File: config.mk
export PLATFORM = sky130hd
export DESIGN_NAME = bresenham_line_rasterizer_flat
export DESIGN_NICKNAME = d
export VERILOG_FILES = /design/src/rtl/blr_pkg.sv /design/src/rtl/blr_req_if.sv /design/src/rtl/blr_rsp_if.sv /design/src/rtl/blr_csr.sv /design/src/rtl/blr_setup.sv /design/src/rtl/blr_walker.sv /design/src/rtl/bresenham_line_rasterizer.sv /design/src/flat_wrapper.sv
export SDC_FILE = /design/constraint.sdc
export NUM_CORES = 1
export LEC_CHECK = 0
export ABC_CLOCK_PERIOD_IN_PS = 37500
export BUFFER_PORTS_ARGS = -buffer_cell sky130_fd_sc_hd__buf_2
export CAP_MARGIN = 20
export CORE_MARGIN = 3
export CORE_UTILIZATION = 50
export DETAILED_ROUTE_END_ITERATION = 10
export GPL_TIMING_DRIVEN = 0
export PLACE_DENSITY = 0.65
export SYNTH_ARGS = -nofsm -noshare
export SYNTH_HDL_FRONTEND = slang
export SYNTH_SLANG_ARGS = --single-unit
File: constraint.sdc
create_clock -name clock -period 37.5 [get_ports clock]
set_clock_uncertainty 0.2 [all_clocks]
set_input_delay 1.875 -clock clock [delete_from_list [all_inputs] [get_ports clock]]
set_output_delay 1.875 -clock clock [all_outputs]
set_load 0.05 [all_outputs]
File: src/rtl/blr_pkg.sv
// Package for the line rasterizer: command codes, register indexes and the
// control word passed from the segment setup pipeline to the pixel walker.
// No dependencies.
package blr_pkg;

   // Command field of an input word
   localparam logic CMD_LOAD = 1'b0;
   localparam logic CMD_STEP = 1'b1;

   // Register file: two 32-bit registers at byte addresses 0 and 4
   localparam int  CSR_ADDR_BITS = 3;
   localparam int  CSR_DATA_BITS = 32;
   localparam logic REG_MIN_COORD = 1'b0;
   localparam logic REG_MAX_COORD = 1'b1;

   // Control word leaving the setup pipeline
   typedef struct packed {
      logic valid;
      logic load;
      logic steep;
      logic mirror;
   } seg_ctl_type;

endpackage

File: src/rtl/blr_req_if.sv
// Input channel of the line rasterizer: valid/ready handshake plus one
// command word. Depends on nothing.
interface blr_req_if #(
   parameter int COORD_BITS = 16
);
   logic                         valid;
   logic                         ready;
   logic                         command;
   logic signed [COORD_BITS-1:0] x_start;
   logic signed [COORD_BITS-1:0] y_start;
   logic signed [COORD_BITS-1:0] x_end;
   logic signed [COORD_BITS-1:0] y_end;
   logic        [23:0]           color;

   modport source (output valid, command, x_start, y_start, x_end, y_end, color,
                   input ready);
   modport sink   (input valid, command, x_start, y_start, x_end, y_end, color,
                   output ready);
endinterface

File: src/rtl/blr_rsp_if.sv
// Result channel of the line rasterizer: valid/ready handshake plus one
// pixel word. Depends on nothing.
interface blr_rsp_if #(
   parameter int COORD_BITS = 16
);
   logic                         valid;
   logic                         ready;
   logic signed [COORD_BITS-1:0] pixel_x;
   logic signed [COORD_BITS-1:0] pixel_y;
   logic        [23:0]           pixel_color;
   logic                         last_pixel;

   modport source (output valid, pixel_x, pixel_y, pixel_color, last_pixel,
                   input ready);
   modport sink   (input valid, pixel_x, pixel_y, pixel_color, last_pixel,
                   output ready);
endinterface

File: src/rtl/blr_csr.sv
// Window registers of the line rasterizer behind an APB-style port.
// Depends on blr_pkg.
module blr_csr
   import blr_pkg::*;
#(
   parameter int COORD_BITS = 16
) (
   input  logic                         clock,
   input  logic                         reset,
   input  logic                         psel,
   input  logic                         penable,
   input  logic                         pwrite,
   input  logic [CSR_ADDR_BITS-1:0]     paddr,
   input  logic [CSR_DATA_BITS-1:0]     pwdata,
   output logic [CSR_DATA_BITS-1:0]     prdata,
   output logic                         pready,
   output logic signed [COORD_BITS-1:0] min_coord,
   output logic signed [COORD_BITS-1:0] max_coord
);

   localparam int MAX_RESET = (COORD_BITS > 12) ? 4095 : (2 ** (COORD_BITS - 1)) - 1;

   logic signed [COORD_BITS-1:0] min_ff, min_in;
   logic signed [COORD_BITS-1:0] max_ff, max_in;
   logic                         wr_en;
   logic                         reg_idx;

   assign pready  = 1'b1;
   assign wr_en   = psel & penable & pwrite & pready;
   assign reg_idx = paddr[2];

   always_comb begin
      min_in = min_ff;
      max_in = max_ff;
      if (wr_en) begin
         case (reg_idx)
            REG_MIN_COORD: min_in = pwdata[COORD_BITS-1:0];
            REG_MAX_COORD: max_in = pwdata[COORD_BITS-1:0];
            default: ;
         endcase
      end
   end

   always_ff @(posedge clock) begin
      if (reset) begin
         min_ff <= '0;
         max_ff <= COORD_BITS'(MAX_RESET);
      end else begin
         min_ff <= min_in;
         max_ff <= max_in;
      end
   end

   always_comb begin
      case (reg_idx)
         REG_MIN_COORD: prdata = CSR_DATA_BITS'(min_ff);
         REG_MAX_COORD: prdata = CSR_DATA_BITS'(max_ff);
         default:       prdata = '0;
      endcase
   end

   assign min_coord = min_ff;
   assign max_coord = max_ff;

   a_min_write: assert property (@(posedge clock) disable iff (reset)
      wr_en && reg_idx == REG_MIN_COORD |=> min_ff == $past(pwdata[COORD_BITS-1:0]))
      else $error("min_coord write lost");
   a_max_write: assert property (@(posedge clock) disable iff (reset)
      wr_en && reg_idx == REG_MAX_COORD |=> max_ff == $past(pwdata[COORD_BITS-1:0]))
      else $error("max_coord write lost");
   a_no_write_hold: assert property (@(posedge clock) disable iff (reset)
      !wr_en |=> $stable(min_ff) && $stable(max_ff))
      else $error("window changed without a write");

endmodule

File: src/rtl/blr_setup.sv
// Three-stage segment setup: clamp endpoints, measure spans and pick the
// major axis, then order, mirror and form the error terms. Depends on blr_pkg.
module blr_setup
   import blr_pkg::*;
#(
   parameter int COORD_BITS = 16
) (
   input  logic                           clock,
   input  logic                           reset,
   input  logic                           advance,
   input  logic signed [COORD_BITS-1:0]   min_coord,
   input  logic signed [COORD_BITS-1:0]   max_coord,
   input  logic                           in_valid,
   input  logic                           in_command,
   input  logic signed [COORD_BITS-1:0]   in_x0,
   input  logic signed [COORD_BITS-1:0]   in_y0,
   input  logic signed [COORD_BITS-1:0]   in_x1,
   input  logic signed [COORD_BITS-1:0]   in_y1,
   input  logic [23:0]                    in_color,
   output seg_ctl_type                    seg_ctl,
   output logic signed [COORD_BITS-1:0]   seg_major,
   output logic signed [COORD_BITS-1:0]   seg_major_end,
   output logic signed [COORD_BITS:0]     seg_minor,
   output logic signed [COORD_BITS+2:0]   seg_err,
   output logic signed [COORD_BITS+2:0]   seg_err_dec,
   output logic signed [COORD_BITS+2:0]   seg_err_inc,
   output logic [23:0]                    seg_color
);

   localparam int N = COORD_BITS;
   localparam int E = COORD_BITS + 3;

   function automatic logic signed [N-1:0] clamp(input logic signed [N-1:0] v,
                                                  input logic signed [N-1:0] lo,
                                                  input logic signed [N-1:0] hi);
      logic signed [N-1:0] r;
      r = (v < lo) ? lo : v;
      r = (r > hi) ? hi : r;
      return r;
   endfunction

   function automatic logic [N-1:0] span(input logic signed [N-1:0] p,
                                         input logic signed [N-1:0] q);
      logic signed [N:0] d;
      d = (q > p) ? ((N+1)'(q) - (N+1)'(p)) : ((N+1)'(p) - (N+1)'(q));
      return d[N-1:0];
   endfunction

   // stage 1: clamped endpoints
   logic                s1_valid_ff, s1_load_ff;
   logic signed [N-1:0] s1_x0_ff, s1_y0_ff, s1_x1_ff, s1_y1_ff;
   logic [23:0]         s1_color_ff;

   // stage 2: spans and axis choice
   logic                s2_valid_ff, s2_load_ff, s2_steep_ff;
   logic signed [N-1:0] s2_x0_ff, s2_y0_ff, s2_x1_ff, s2_y1_ff;
   logic [N-1:0]        s2_adx_ff, s2_ady_ff;
   logic [23:0]         s2_color_ff;
   logic [N-1:0]        adx_in, ady_in;

   // stage 3: segment ready for the walker
   seg_ctl_type         s3_ctl_ff, s3_ctl_in;
   logic signed [N-1:0] s3_major_ff, s3_major_in;
   logic signed [N-1:0] s3_end_ff, s3_end_in;
   logic signed [N:0]   s3_minor_ff, s3_minor_in;
   logic signed [E-1:0] s3_err_ff, s3_err_in;
   logic signed [E-1:0] s3_dec_ff, s3_dec_in;
   logic signed [E-1:0] s3_inc_ff, s3_inc_in;
   logic [23:0]         s3_color_ff;

   logic signed [N-1:0] a0, a1, b0, b1, b_start, b_end;
   logic [N-1:0]        d_major, d_minor;
   logic                swap;
   logic signed [E-1:0] dmaj1, dmaj2, dmin2;

   always_ff @(posedge clock) begin
      if (reset) begin
         s1_valid_ff <= 1'b0;
      end else if (advance) begin
         s1_valid_ff <= in_valid;
      end
      if (advance) begin
         s1_load_ff  <= (in_command == CMD_LOAD);
         s1_x0_ff    <= clamp(in_x0, min_coord, max_coord);
         s1_y0_ff    <= clamp(in_y0, min_coord, max_coord);
         s1_x1_ff    <= clamp(in_x1, min_coord, max_coord);
         s1_y1_ff    <= clamp(in_y1, min_coord, max_coord);
         s1_color_ff <= in_color;
      end
   end

   assign adx_in = span(s1_x0_ff, s1_x1_ff);
   assign ady_in = span(s1_y0_ff, s1_y1_ff);

   always_ff @(posedge clock) begin
      if (reset) begin
         s2_valid_ff <= 1'b0;
      end else if (advance) begin
         s2_valid_ff <= s1_valid_ff;
      end
      if (advance) begin
         s2_load_ff  <= s1_load_ff;
         s2_x0_ff    <= s1_x0_ff;
         s2_y0_ff    <= s1_y0_ff;
         s2_x1_ff    <= s1_x1_ff;
         s2_y1_ff    <= s1_y1_ff;
         s2_adx_ff   <= adx_in;
         s2_ady_ff   <= ady_in;
         s2_steep_ff <= !(adx_in > ady_in);
         s2_color_ff <= s1_color_ff;
      end
   end

   always_comb begin
      a0      = s2_steep_ff ? s2_y0_ff : s2_x0_ff;
      a1      = s2_steep_ff ? s2_y1_ff : s2_x1_ff;
      b0      = s2_steep_ff ? s2_x0_ff : s2_y0_ff;
      b1      = s2_steep_ff ? s2_x1_ff : s2_y1_ff;
      d_major = s2_steep_ff ? s2_ady_ff : s2_adx_ff;
      d_minor = s2_steep_ff ? s2_adx_ff : s2_ady_ff;
      // order so the major axis increases
      swap    = a0 > a1;
      b_start = swap ? b1 : b0;
      b_end   = swap ? b0 : b1;

      s3_ctl_in.valid  = s2_valid_ff;
      s3_ctl_in.load   = s2_load_ff;
      s3_ctl_in.steep  = s2_steep_ff;
      s3_ctl_in.mirror = b_start > b_end;

      s3_major_in = swap ? a1 : a0;
      s3_end_in   = swap ? a0 : a1;
      s3_minor_in = s3_ctl_in.mirror ? -((N+1)'(b_start)) : (N+1)'(b_start);

      dmaj1 = $signed({3'b000, d_major});
      dmaj2 = $signed({2'b00, d_major, 1'b0});
      dmin2 = $signed({2'b00, d_minor, 1'b0});
      s3_err_in = dmin2 - dmaj1;
      s3_dec_in = dmin2 - dmaj2;
      s3_inc_in = dmin2;
   end

   always_ff @(posedge clock) begin
      if (reset) begin
         s3_ctl_ff.valid <= 1'b0;
      end else if (advance) begin
         s3_ctl_ff.valid <= s3_ctl_in.valid;
      end
      if (advance) begin
         s3_ctl_ff.load   <= s3_ctl_in.load;
         s3_ctl_ff.steep  <= s3_ctl_in.steep;
         s3_ctl_ff.mirror <= s3_ctl_in.mirror;
         s3_major_ff      <= s3_major_in;
         s3_end_ff        <= s3_end_in;
         s3_minor_ff      <= s3_minor_in;
         s3_err_ff        <= s3_err_in;
         s3_dec_ff        <= s3_dec_in;
         s3_inc_ff        <= s3_inc_in;
         s3_color_ff      <= s2_color_ff;
      end
   end

   assign seg_ctl       = s3_ctl_ff;
   assign seg_major     = s3_major_ff;
   assign seg_major_end = s3_end_ff;
   assign seg_minor     = s3_minor_ff;
   assign seg_err       = s3_err_ff;
   assign seg_err_dec   = s3_dec_ff;
   assign seg_err_inc   = s3_inc_ff;
   assign seg_color     = s3_color_ff;

   a_order: assert property (@(posedge clock) disable iff (reset)
      s3_ctl_ff.valid && s3_ctl_ff.load |-> s3_major_ff <= s3_end_ff)
      else $error("segment not ordered along the major axis");
   a_dec_nonpos: assert property (@(posedge clock) disable iff (reset)
      s3_ctl_ff.valid && s3_ctl_ff.load |-> s3_dec_ff <= 0)
      else $error("minor span exceeds major span");
   a_hold: assert property (@(posedge clock) disable iff (reset)
      !advance |=> $stable(s3_ctl_ff.valid) && $stable(s2_valid_ff) && $stable(s1_valid_ff))
      else $error("setup pipeline moved while stalled");

endmodule

File: src/rtl/blr_walker.sv
// Pixel walker: holds the running segment; past the first step it advances
// the error term once per step, registers each pixel. Depends on blr_pkg.
module blr_walker
   import blr_pkg::*;
#(
   parameter int COORD_BITS = 16
) (
   input  logic                          clock,
   input  logic                          reset,
   input  seg_ctl_type                   seg_ctl,
   input  logic signed [COORD_BITS-1:0]  seg_major,
   input  logic signed [COORD_BITS-1:0]  seg_major_end,
   input  logic signed [COORD_BITS:0]    seg_minor,
   input  logic signed [COORD_BITS+2:0]  seg_err,
   input  logic signed [COORD_BITS+2:0]  seg_err_dec,
   input  logic signed [COORD_BITS+2:0]  seg_err_inc,
   input  logic [23:0]                   seg_color,
   input  logic                          out_ready,
   output logic                          advance,
   output logic                          out_valid,
   output logic signed [COORD_BITS-1:0]  out_x,
   output logic signed [COORD_BITS-1:0]  out_y,
   output logic [23:0]                   out_color,
   output logic                          out_last
);

   localparam int N = COORD_BITS;
   localparam int E = COORD_BITS + 3;

   logic                running_ff, running_in;
   logic                first_ff, first_in;
   logic                steep_ff, mirror_ff;
   logic signed [N-1:0] major_ff, major_in;
   logic signed [N-1:0] end_ff;
   logic signed [N:0]   minor_ff, minor_in;
   logic signed [E-1:0] err_ff, err_in;
   logic signed [E-1:0] dec_ff, inc_ff;
   logic [23:0]         color_ff;

   logic                out_valid_ff, out_valid_in;
   logic signed [N-1:0] out_x_ff, out_y_ff;
   logic [23:0]         out_color_ff;
   logic                out_last_ff;

   logic                do_load, do_step, last;
   logic signed [N:0]   minor_out;

   assign advance = !out_valid_ff || out_ready;
   assign do_load = advance && seg_ctl.valid && seg_ctl.load;
   assign do_step = advance && seg_ctl.valid && !seg_ctl.load && running_ff;

   always_comb begin
      if (first_ff) begin
         major_in = major_ff;
         minor_in = minor_ff;
         err_in   = err_ff;
      end else begin
         major_in = major_ff + N'(1);
         minor_in = (err_ff >= 0) ? minor_ff + (N+1)'(1) : minor_ff;
         err_in   = err_ff + ((err_ff >= 0) ? dec_ff : inc_ff);
      end
      last       = major_in >= end_ff;
      minor_out  = mirror_ff ? -minor_in : minor_in;

      running_in = running_ff;
      first_in   = first_ff;
      if (do_load) begin
         running_in = 1'b1;
         first_in   = 1'b1;
      end else if (do_step) begin
         running_in = !last;
         first_in   = 1'b0;
      end
      out_valid_in = advance ? do_step : out_valid_ff;
   end

   always_ff @(posedge clock) begin
      if (reset) begin
         running_ff   <= 1'b0;
         first_ff     <= 1'b0;
         out_valid_ff <= 1'b0;
      end else begin
         running_ff   <= running_in;
         first_ff     <= first_in;
         out_valid_ff <= out_valid_in;
      end
      if (do_load) begin
         steep_ff  <= seg_ctl.steep;
         mirror_ff <= seg_ctl.mirror;
         major_ff  <= seg_major;
         end_ff    <= seg_major_end;
         minor_ff  <= seg_minor;
         err_ff    <= seg_err;
         dec_ff    <= seg_err_dec;
         inc_ff    <= seg_err_inc;
         color_ff  <= seg_color;
      end else if (do_step) begin
         major_ff <= major_in;
         minor_ff <= minor_in;
         err_ff   <= err_in;
      end
      if (do_step) begin
         out_x_ff     <= steep_ff ? minor_out[N-1:0] : major_in;
         out_y_ff     <= steep_ff ? major_in : minor_out[N-1:0];
         out_color_ff <= color_ff;
         out_last_ff  <= last;
      end
   end

   assign out_valid = out_valid_ff;
   assign out_x     = out_x_ff;
   assign out_y     = out_y_ff;
   assign out_color = out_color_ff;
   assign out_last  = out_last_ff;

   a_first_running: assert property (@(posedge clock) disable iff (reset)
      first_ff |-> running_ff)
      else $error("start pixel pending without a segment");
   a_before_end: assert property (@(posedge clock) disable iff (reset)
      running_ff && !first_ff |-> major_ff < end_ff)
      else $error("walker passed the segment end");
   a_last_stops: assert property (@(posedge clock) disable iff (reset)
      out_valid_ff && out_last_ff |-> !running_ff)
      else $error("segment still running after its last pixel");
   a_step_emits: assert property (@(posedge clock) disable iff (reset)
      do_step |=> out_valid_ff)
      else $error("step on a running segment produced no pixel");

endmodule

File: src/rtl/bresenham_line_rasterizer.sv
// Top level of the line rasterizer: window registers, segment setup pipeline
// and pixel walker. Depends on blr_pkg, blr_req_if, blr_rsp_if, blr_csr,
// blr_setup and blr_walker.
//
// Usage
//   req_chan carries command words. A load word (command 0) latches two
//   endpoints and a color, clamps them to [min_coord, max_coord] and
//   replaces any segment in progress; it gives no pixel. Each step word
//   (command 1) gives one pixel word on rsp_chan while a segment runs, with
//   last_pixel set on the final one; steps with no segment give nothing.
//   Throughput: one word per clock on both channels while rsp_chan does not
//   stall. A step's pixel reaches rsp_chan through the three setup stages
//   and then the output register, and a step may follow its load in the
//   very next cycle.
//   Stall: when rsp_chan is not ready with a pixel waiting, every stage
//   holds and req_chan.ready drops in the same cycle; no word is lost.
//   Reset (synchronous, active high): pipeline empty, no segment running,
//   window set to [0, 4095]. Write the window registers (APB, address 0 for
//   min_coord, 4 for max_coord) only while the pipeline is empty.
module bresenham_line_rasterizer
   import blr_pkg::*;
#(
   parameter int COORD_BITS = 16
) (
   input  logic                     clock,
   input  logic                     reset,
   blr_req_if.sink                  req_chan,
   blr_rsp_if.source                rsp_chan,
   input  logic                     psel,
   input  logic                     penable,
   input  logic                     pwrite,
   input  logic [CSR_ADDR_BITS-1:0] paddr,
   input  logic [CSR_DATA_BITS-1:0] pwdata,
   output logic [CSR_DATA_BITS-1:0] prdata,
   output logic                     pready
);

   logic signed [COORD_BITS-1:0] min_coord, max_coord;
   logic                         advance;

   seg_ctl_type                  seg_ctl;
   logic signed [COORD_BITS-1:0] seg_major, seg_major_end;
   logic signed [COORD_BITS:0]   seg_minor;
   logic signed [COORD_BITS+2:0] seg_err, seg_err_dec, seg_err_inc;
   logic [23:0]                  seg_color;

   blr_csr #(.COORD_BITS(COORD_BITS)) u_csr (
      .clock     (clock),
      .reset     (reset),
      .psel      (psel),
      .penable   (penable),
      .pwrite    (pwrite),
      .paddr     (paddr),
      .pwdata    (pwdata),
      .prdata    (prdata),
      .pready    (pready),
      .min_coord (min_coord),
      .max_coord (max_coord)
   );

   // Whole pipeline moves together; the output register is the only
   // place a stall is absorbed.
   assign req_chan.ready = advance;

   blr_setup #(.COORD_BITS(COORD_BITS)) u_setup (
      .clock         (clock),
      .reset         (reset),
      .advance       (advance),
      .min_coord     (min_coord),
      .max_coord     (max_coord),
      .in_valid      (req_chan.valid),
      .in_command    (req_chan.command),
      .in_x0         (req_chan.x_start),
      .in_y0         (req_chan.y_start),
      .in_x1         (req_chan.x_end),
      .in_y1         (req_chan.y_end),
      .in_color      (req_chan.color),
      .seg_ctl       (seg_ctl),
      .seg_major     (seg_major),
      .seg_major_end (seg_major_end),
      .seg_minor     (seg_minor),
      .seg_err       (seg_err),
      .seg_err_dec   (seg_err_dec),
      .seg_err_inc   (seg_err_inc),
      .seg_color     (seg_color)
   );

   blr_walker #(.COORD_BITS(COORD_BITS)) u_walker (
      .clock         (clock),
      .reset         (reset),
      .seg_ctl       (seg_ctl),
      .seg_major     (seg_major),
      .seg_major_end (seg_major_end),
      .seg_minor     (seg_minor),
      .seg_err       (seg_err),
      .seg_err_dec   (seg_err_dec),
      .seg_err_inc   (seg_err_inc),
      .seg_color     (seg_color),
      .out_ready     (rsp_chan.ready),
      .advance       (advance),
      .out_valid     (rsp_chan.valid),
      .out_x         (rsp_chan.pixel_x),
      .out_y         (rsp_chan.pixel_y),
      .out_color     (rsp_chan.pixel_color),
      .out_last      (rsp_chan.last_pixel)
   );

   a_ready_follows: assert property (@(posedge clock) disable iff (reset)
      rsp_chan.valid && !rsp_chan.ready |-> !req_chan.ready)
      else $error("input taken while a pixel is stalled");
   a_no_pixel_idle: assert property (@(posedge clock) disable iff (reset)
      !seg_ctl.valid && advance |=> !rsp_chan.valid)
      else $error("pixel produced without a step word");
   a_pready: assert property (@(posedge clock) disable iff (reset)
      pready)
      else $error("register port not ready");

endmodule
File: src/flat_wrapper.sv
// flat-port wrapper written by rule: the top's interface ports become plain ports
module bresenham_line_rasterizer_flat import blr_pkg::*;
#(
   parameter int COORD_BITS = 16
)
  (clock, reset, psel, penable, pwrite, paddr, pwdata, prdata, pready, req_chan_valid, req_chan_command, req_chan_x_start, req_chan_y_start, req_chan_x_end, req_chan_y_end, req_chan_color, req_chan_ready, rsp_chan_valid, rsp_chan_pixel_x, rsp_chan_pixel_y, rsp_chan_pixel_color, rsp_chan_last_pixel, rsp_chan_ready);
  blr_req_if #(.COORD_BITS(COORD_BITS)) req_chan_i ();
  blr_rsp_if #(.COORD_BITS(COORD_BITS)) rsp_chan_i ();
  input  logic clock;
  input  logic reset;
  input  logic psel;
  input  logic penable;
  input  logic pwrite;
  input  logic [CSR_ADDR_BITS-1:0] paddr;
  input  logic [CSR_DATA_BITS-1:0] pwdata;
  output logic [CSR_DATA_BITS-1:0] prdata;
  output logic pready;
  input wire logic [$bits(req_chan_i.valid)-1:0] req_chan_valid;
  input wire logic [$bits(req_chan_i.command)-1:0] req_chan_command;
  input wire logic [$bits(req_chan_i.x_start)-1:0] req_chan_x_start;
  input wire logic [$bits(req_chan_i.y_start)-1:0] req_chan_y_start;
  input wire logic [$bits(req_chan_i.x_end)-1:0] req_chan_x_end;
  input wire logic [$bits(req_chan_i.y_end)-1:0] req_chan_y_end;
  input wire logic [$bits(req_chan_i.color)-1:0] req_chan_color;
  output wire logic [$bits(req_chan_i.ready)-1:0] req_chan_ready;
  output wire logic [$bits(rsp_chan_i.valid)-1:0] rsp_chan_valid;
  output wire logic [$bits(rsp_chan_i.pixel_x)-1:0] rsp_chan_pixel_x;
  output wire logic [$bits(rsp_chan_i.pixel_y)-1:0] rsp_chan_pixel_y;
  output wire logic [$bits(rsp_chan_i.pixel_color)-1:0] rsp_chan_pixel_color;
  output wire logic [$bits(rsp_chan_i.last_pixel)-1:0] rsp_chan_last_pixel;
  input wire logic [$bits(rsp_chan_i.ready)-1:0] rsp_chan_ready;
  assign req_chan_i.valid = req_chan_valid;
  assign req_chan_i.command = req_chan_command;
  assign req_chan_i.x_start = req_chan_x_start;
  assign req_chan_i.y_start = req_chan_y_start;
  assign req_chan_i.x_end = req_chan_x_end;
  assign req_chan_i.y_end = req_chan_y_end;
  assign req_chan_i.color = req_chan_color;
  assign req_chan_ready = req_chan_i.ready;
  assign rsp_chan_valid = rsp_chan_i.valid;
  assign rsp_chan_pixel_x = rsp_chan_i.pixel_x;
  assign rsp_chan_pixel_y = rsp_chan_i.pixel_y;
  assign rsp_chan_pixel_color = rsp_chan_i.pixel_color;
  assign rsp_chan_last_pixel = rsp_chan_i.last_pixel;
  assign rsp_chan_i.ready = rsp_chan_ready;
  bresenham_line_rasterizer #(.COORD_BITS(COORD_BITS)) u_core (.clock(clock), .reset(reset), .req_chan(req_chan_i), .rsp_chan(rsp_chan_i), .psel(psel), .penable(penable), .pwrite(pwrite), .paddr(paddr), .pwdata(pwdata), .prdata(prdata), .pready(pready));
endmodule
## Word-level counts from Yosys, hierarchy flattened

Cells that the tools add are included.

| storage, ports and cells | value |
|---|---|
| word-level logic and storage cells | 130 |
| input bits | 131 |
| flip-flop bits (word level) | 565 |

| operators by class | value |
|---|---|
| $lt $le $gt $ge | 15 |
| multiplexer cells | 40 |
| reductions and logical operators | 13 |
| add/sub/neg operators | 11 |
| bitwise operators | 4 |
| equality and inequality tests | 1 |

Operators by type and width:

| operator | number |
|---|---|
| two-way mux 16 bit | 26 |
| > comparator 16 bit | 9 |
| two-way mux 17 bit | 5 |
| two-way mux 19 bit | 4 |
| < comparator 16 bit | 4 |
| case mux 32 bit (2 select lines) | 1 |
| subtractor 16 bit | 4 |
| adder 19 bit | 1 |
| >= comparator 19 x 1 -> 1 bit, second input constant | 1 |
| subtractor 17 x 16 -> 18 bit | 1 |
| subtractor 17 x 17 -> 18 bit | 1 |
| adder 17 x 2 -> 17 bit, second input constant | 1 |
| negator 16 -> 17 bit | 1 |
| adder 16 x 2 -> 16 bit, second input constant | 1 |
| >= comparator 16 bit | 1 |
| negator 16 bit | 1 |
| AND reduction 2 bit | 3 |
| logical AND 1 bit | 4 |
| zero test 1 bit | 4 |
| two-way mux 1 bit | 4 |
| bitwise AND 1 bit | 2 |
| inequality test 2 x 1 -> 1 bit, second input constant | 1 |
| NOT 1 bit | 2 |
| nonzero test 2 bit | 1 |
| logical OR 1 bit | 1 |

## Longest topological paths before layout

| logic depth | value |
|---|---|
| depth in word-level cells | 7 |
| depth in mapped cells | 28 |
| gate-level depth less buffers | 24 |

## Modules after synthesis

Synthesis repeated with hierarchy kept, for this count alone.

| unflattened totals | value |
|---|---|
| cell total of the unflattened synthesis | 2812 |
| area, all modules | 33483.4 um2 |

Modules (own cells, without submodules):

| module | sequential area each (um2) | times used | cells an instance | area an instance (um2) |
|---|---|---|---|---|
| blr_setup | 10209.8 | 1 | 1882 | 22521.6 |
| blr_walker | 5705.5 | 1 | 757 | 9257.6 |
| blr_csr | 640.6 | 1 | 173 | 1704.1 |

## Worst setup path after synthesis

Ideal clock, no wire load.

| path | value |
|---|---|
| kind | input to register |
| start point | input rsp_chan_ready |
| end point | register u_core.u_walker.out_color_ff[0], in the netlist u_core.u_walker.out_color[0] (enable) |
| required time | 36.829 ns |
| library setup time | 0.471 ns |
| arrival | 15.988 ns |
| slack | 20.841 ns |
| cell stages on the path | 4 |
| path through | nand2b_1 -> clkbuf_1 -> nand3_1 -> nor2_1 |

| between the ends | value |
|---|---|
| longest elaborated chain between the ends | 4 |

RTL lines:

| item | line | source |
|---|---|---|
| start: declaration | flat_wrapper.sv:31 | `input wire logic [$bits(rsp_chan_i.ready)-1:0] rsp_chan_ready;` |
| logical OR 1 bit | blr_walker.sv:48 | `assign advance = !out_valid_ff \|\| out_ready;` |
| net req_chan_ready | flat_wrapper.sv:25 | `output wire logic [$bits(req_chan_i.ready)-1:0] req_chan_ready;` |
| logical AND 1 bit (3 in series) | blr_walker.sv:50 | `assign do_step = advance && seg_ctl.valid && !seg_ctl.load && running_ff;` |
| net u_core.u_walker.do_step | blr_walker.sv:45 | `logic do_load, do_step, last;` |
| end signal: assignment | blr_walker.sv:105 | `out_color_ff <= color_ff;` |
| end: declaration | blr_walker.sv:42 | `logic [23:0] out_color_ff;` |

The timed path passes the listed nets, and every way through them passes these cells.
A chain may end at the register's enable or synchronous reset.

==> impl_results.md <==
- Crit path capture type: flop
- CP delay by family, top: buffers and inverters
- Maximum clock insertion buffer count: 3
- Total GRT Usage: 0.260
- Total global routing overflow: 0
- RR Endpoint: u_core.u_setup.seg_minor[13]
- Ports: 223
- Cell count after synthesis: 2769
- Initial Util: 0.509
- TritonCTS Buffers: 57
- Relative slew slack: 0.240
- Worst Max-Slew Pin Slew: 1140 ps
- Root Driver: clkbuf_16
- DRT Wirelength: between 80 and 90 mm
- Wire per inst: 22.3 um
- DP Wirelength: 71.3 mm
- Total vias in the final route: between 20000 and 25000
- Leakage: 15.2 nW
- Crit path launch: u_core.u_setup.s2_steep_ff
- CP max stage delay: between 700 and 800 ps
- Initial antenna violation count: 1
- Layout net count: 3477
- Max FO, Critical Path: 10
- Clock Pin Slew Worst Setup and Hold Paths: about 60 ps
- Setup TNS: 0 ps
- Hold buffers post-CTS: 0
- Synth Flop Type: edfxtp_1
- Worst VDD drop: 0.0000409 V
- Global-route wire length before repair: approximately 130 mm
- Critical path type: flop to flop
- Part of the cycle the worst path needs: 0.268
- GPL Wtd Cong: about 0.95
- Cell variety after synth: between 70 and 80
- Dpl cells: between 3000 and 4000
- 1st-pass router iterations: 8
- Flops & latches, synth: 556
- Filler cells: 5298
- Vias per cell: 5.63
- Synthesized cell area: around 32000 um^2
- Yosys synthesis warning count: 0
- Critical Path Stages: 27
- Synth area leader: edfxtp_1
- # setup viols final: 0
- Seq/Total Area, Yosys: 0.506
- Clock latency at the later pin of the worst-skew pair: between 600 and 700 ps
- Die area: between 60000 and 70000 um^2
- Drt initial violations: 1394
- Post-Syn Nets: between 3000 and 4000
- Post-synth EDFFs: 518
- Critical Path Sink: u_core.u_setup.seg_minor[13]
- Fmax: 0.0995 GHz
- Post-CTS Setup Repair Bufs: 0
- Critical path startpoint category: flop
- Crit path buf inv count: 9
- Reg2reg setup slack: roughly 27000 ps
- Cell repeated most along the worst path: clkbuf_1
- Routed Antenna Nets: 0
- Status: finished clean
- Core Footprint: approximately 63000 um^2
- Worst path arrival time: between 10000 and 15000 ps
- Vias in the first global route: 22500
- Clk sinks: between 500 and 600
- Worst r2r path cells: 27
- CTS tree: done
- Drt drc: 0
- Post-synth ARST share: 0
- Fin crit period: roughly 10000 ps
- Synth top area share: 0.482
- Depth of the CTS H-tree: 2
- Syn avg cell area: roughly 12 um^2
- Max Cap Violations: 0
- Filler-free cell count of the finished design: around 4000
- Share of cells above drive strength 1: 0.170
- Top cells by area, synth: edfxtp_1, ha_1, mux2_2
- Cell Rows: 92
- Largest net degree at the start of global routing: 77
- RSZ-0062 raised after global routing: false
- RR Startpoint: u_core.u_setup.s2_steep_ff
- Final-report hold violation count: 0
- Cts repair resizes: 0
- IO buf count: ~200
- Slowest CP cell: clkbuf_1
- Worst hold path type: flop to flop
- Pwr/cell area: between 70 and 80 nW/um^2
- Max Slew Vio Count: 0
- Critical Path RT: around 38000 ps
- Chip Width: roughly 260 um
- P&R area growth vs syn: 13.2%
- Height of the die: 260 um
## per-stage QoR
stage	worst slack, ps	hold slack (ps)	power (mW)	util	instance area, um^2
after global placement	15180	201	2.20	0.541	34300
after global routing	26900	221	2.99	0.576	36500
final	27450	211	2.80	0.576	36500
after floorplan	20840	200	1.87	-	32300
after detailed placement	27440	205	2.23	0.546	34600
after CTS	27420	212	2.81	0.576	36500
## metal layers
metal / share of wire / global-route usage / routed length [um] / vias up
met1: 0.40 / 0.307 / 35100 / 10600
met5: 0 / 0 / 0 / -
li1: - / - / - / 10700
met2: 0.50 / 0.466 / 44400 / 630
met4: 0.058 / 0.135 / 5140 / 0
met3: 0.037 / 0.0267 / 3290 / 190
## registers in the layout, summed over array words and instances (netlist names), 17 cells and up
signal	flops
u_core.u_setup.s2_color_ff	24
u_core.u_setup.seg_err	17
u_core.u_walker.dec_ff	17
u_core.u_setup.seg_err_dec	17
u_core.u_walker.out_color	24
u_core.u_walker.color_ff	24
u_core.u_setup.seg_color	24
u_core.u_walker.err_ff	18
u_core.u_setup.s1_color_ff	24
## how the worst min path moves through the flow
| stage | from | endpoint | slack [ps] | cells past startpoint |
|---|---|---|---|---|
| detailed placement | u_core.u_setup.s1_color_ff[20] | u_core.u_setup.s2_color_ff[20] | 200 | 0 |
| global placement | u_core.u_setup.s1_color_ff[20] | u_core.u_setup.s2_color_ff[20] | 200 | 0 |
| floorplan | u_core.u_setup.s1_color_ff[0] | u_core.u_setup.s2_color_ff[0] | 200 | 0 |
| global route | u_core.u_setup.s1_color_ff[2] | u_core.u_setup.s2_color_ff[2] | 220 | 0 |
| finish | u_core.u_setup.s2_color_ff[2] | u_core.u_setup.seg_color[2] | 210 | 0 |
| CTS | u_core.u_setup.s2_color_ff[2] | u_core.u_setup.seg_color[2] | 210 | 0 |
## layout by cell type, fill, tap and decap left out, types with 7 or more instances in the layout
cell       count
bufinv_16      9
nand4_1       36
dfxtp_1       38
a21o_1        65
a21oi_1      201
o21ai_0      128
xor2_1        45
xnor2_1       83
clkbuf_1      82
a211oi_1      17
nand2b_1      28
nor2b_1       44
o31ai_1       11
a2111oi_0      7
clkinv_2      11
nand3_1       43
nor3_1        32
a211o_1       15
nand2_1      168
edfxtp_1     518
a21boi_0       9
ha_1         298
fa_1           7
inv_1        199
or2_2         11
mux2i_1       90
buf_1         12
clkbuf_16     57
nor2_1       226
mux2_2       151
and3_1        14
buf_4         18
mux4_2        26
o21a_1        28
buf_2        205
a31oi_1       18
clkinv_1      14
o211ai_1      11
## cell families (layout without fill, tap and decap cells)
logic type | Yosys count | in the layout | synth area share
other | 1 | 2 | 0.000116
AOI/OAI and AO/OA | 560 | 560 | 0.107
and+or+nand+nor | 644 | 644 | 0.0942
DFF | 556 | 556 | 0.506
buffers and inverters | 306 | 627 | 0.0377
muxes | 269 | 269 | 0.100
adders and majority gates | 305 | 305 | 0.120
xor gates and xnor gates | 128 | 128 | 0.0347
## final cells by class
class	count	area, um^2	share of cell area
Tap cell	846	1060	0.0290
Clock inverter	42	470	0.0129
Clock buffer	66	1460	0.0400
Antenna cell	1	2.50	0.0000685
Timing Repair Buffer	213	1260	0.0345
Multi-Input combinational cell	1907	14700	0.404
Inverter	199	747	0.0204
Sequential cell	556	16300	0.447
Buffer	107	477	0.0130
## cells in the mapped netlist (28+ instances only)
cell / number
ha_1: 298
xor2_1: 45
clkbuf_1: 75
edfxtp_1: 518
nor3_1: 32
dfxtp_1: 38
o21ai_0: 130
o21a_1: 28
mux2_2: 151
nand2b_1: 28
nand4_1: 36
nor2_1: 227
nand3_1: 43
xnor2_1: 83
a21o_1: 65
a21oi_1: 201
nand2_1: 168
nor2b_1: 44
inv_1: 199
mux2i_1: 90
## report_power, final
group          total (mW)  internal (mW)  switching, mW
registers           0.942          0.880         0.0629
clock network       0.575          0.342          0.234
logic                1.28          0.538          0.746
total                2.80           1.76           1.04
No activity file was read; power rests on OpenSTA's default activity.
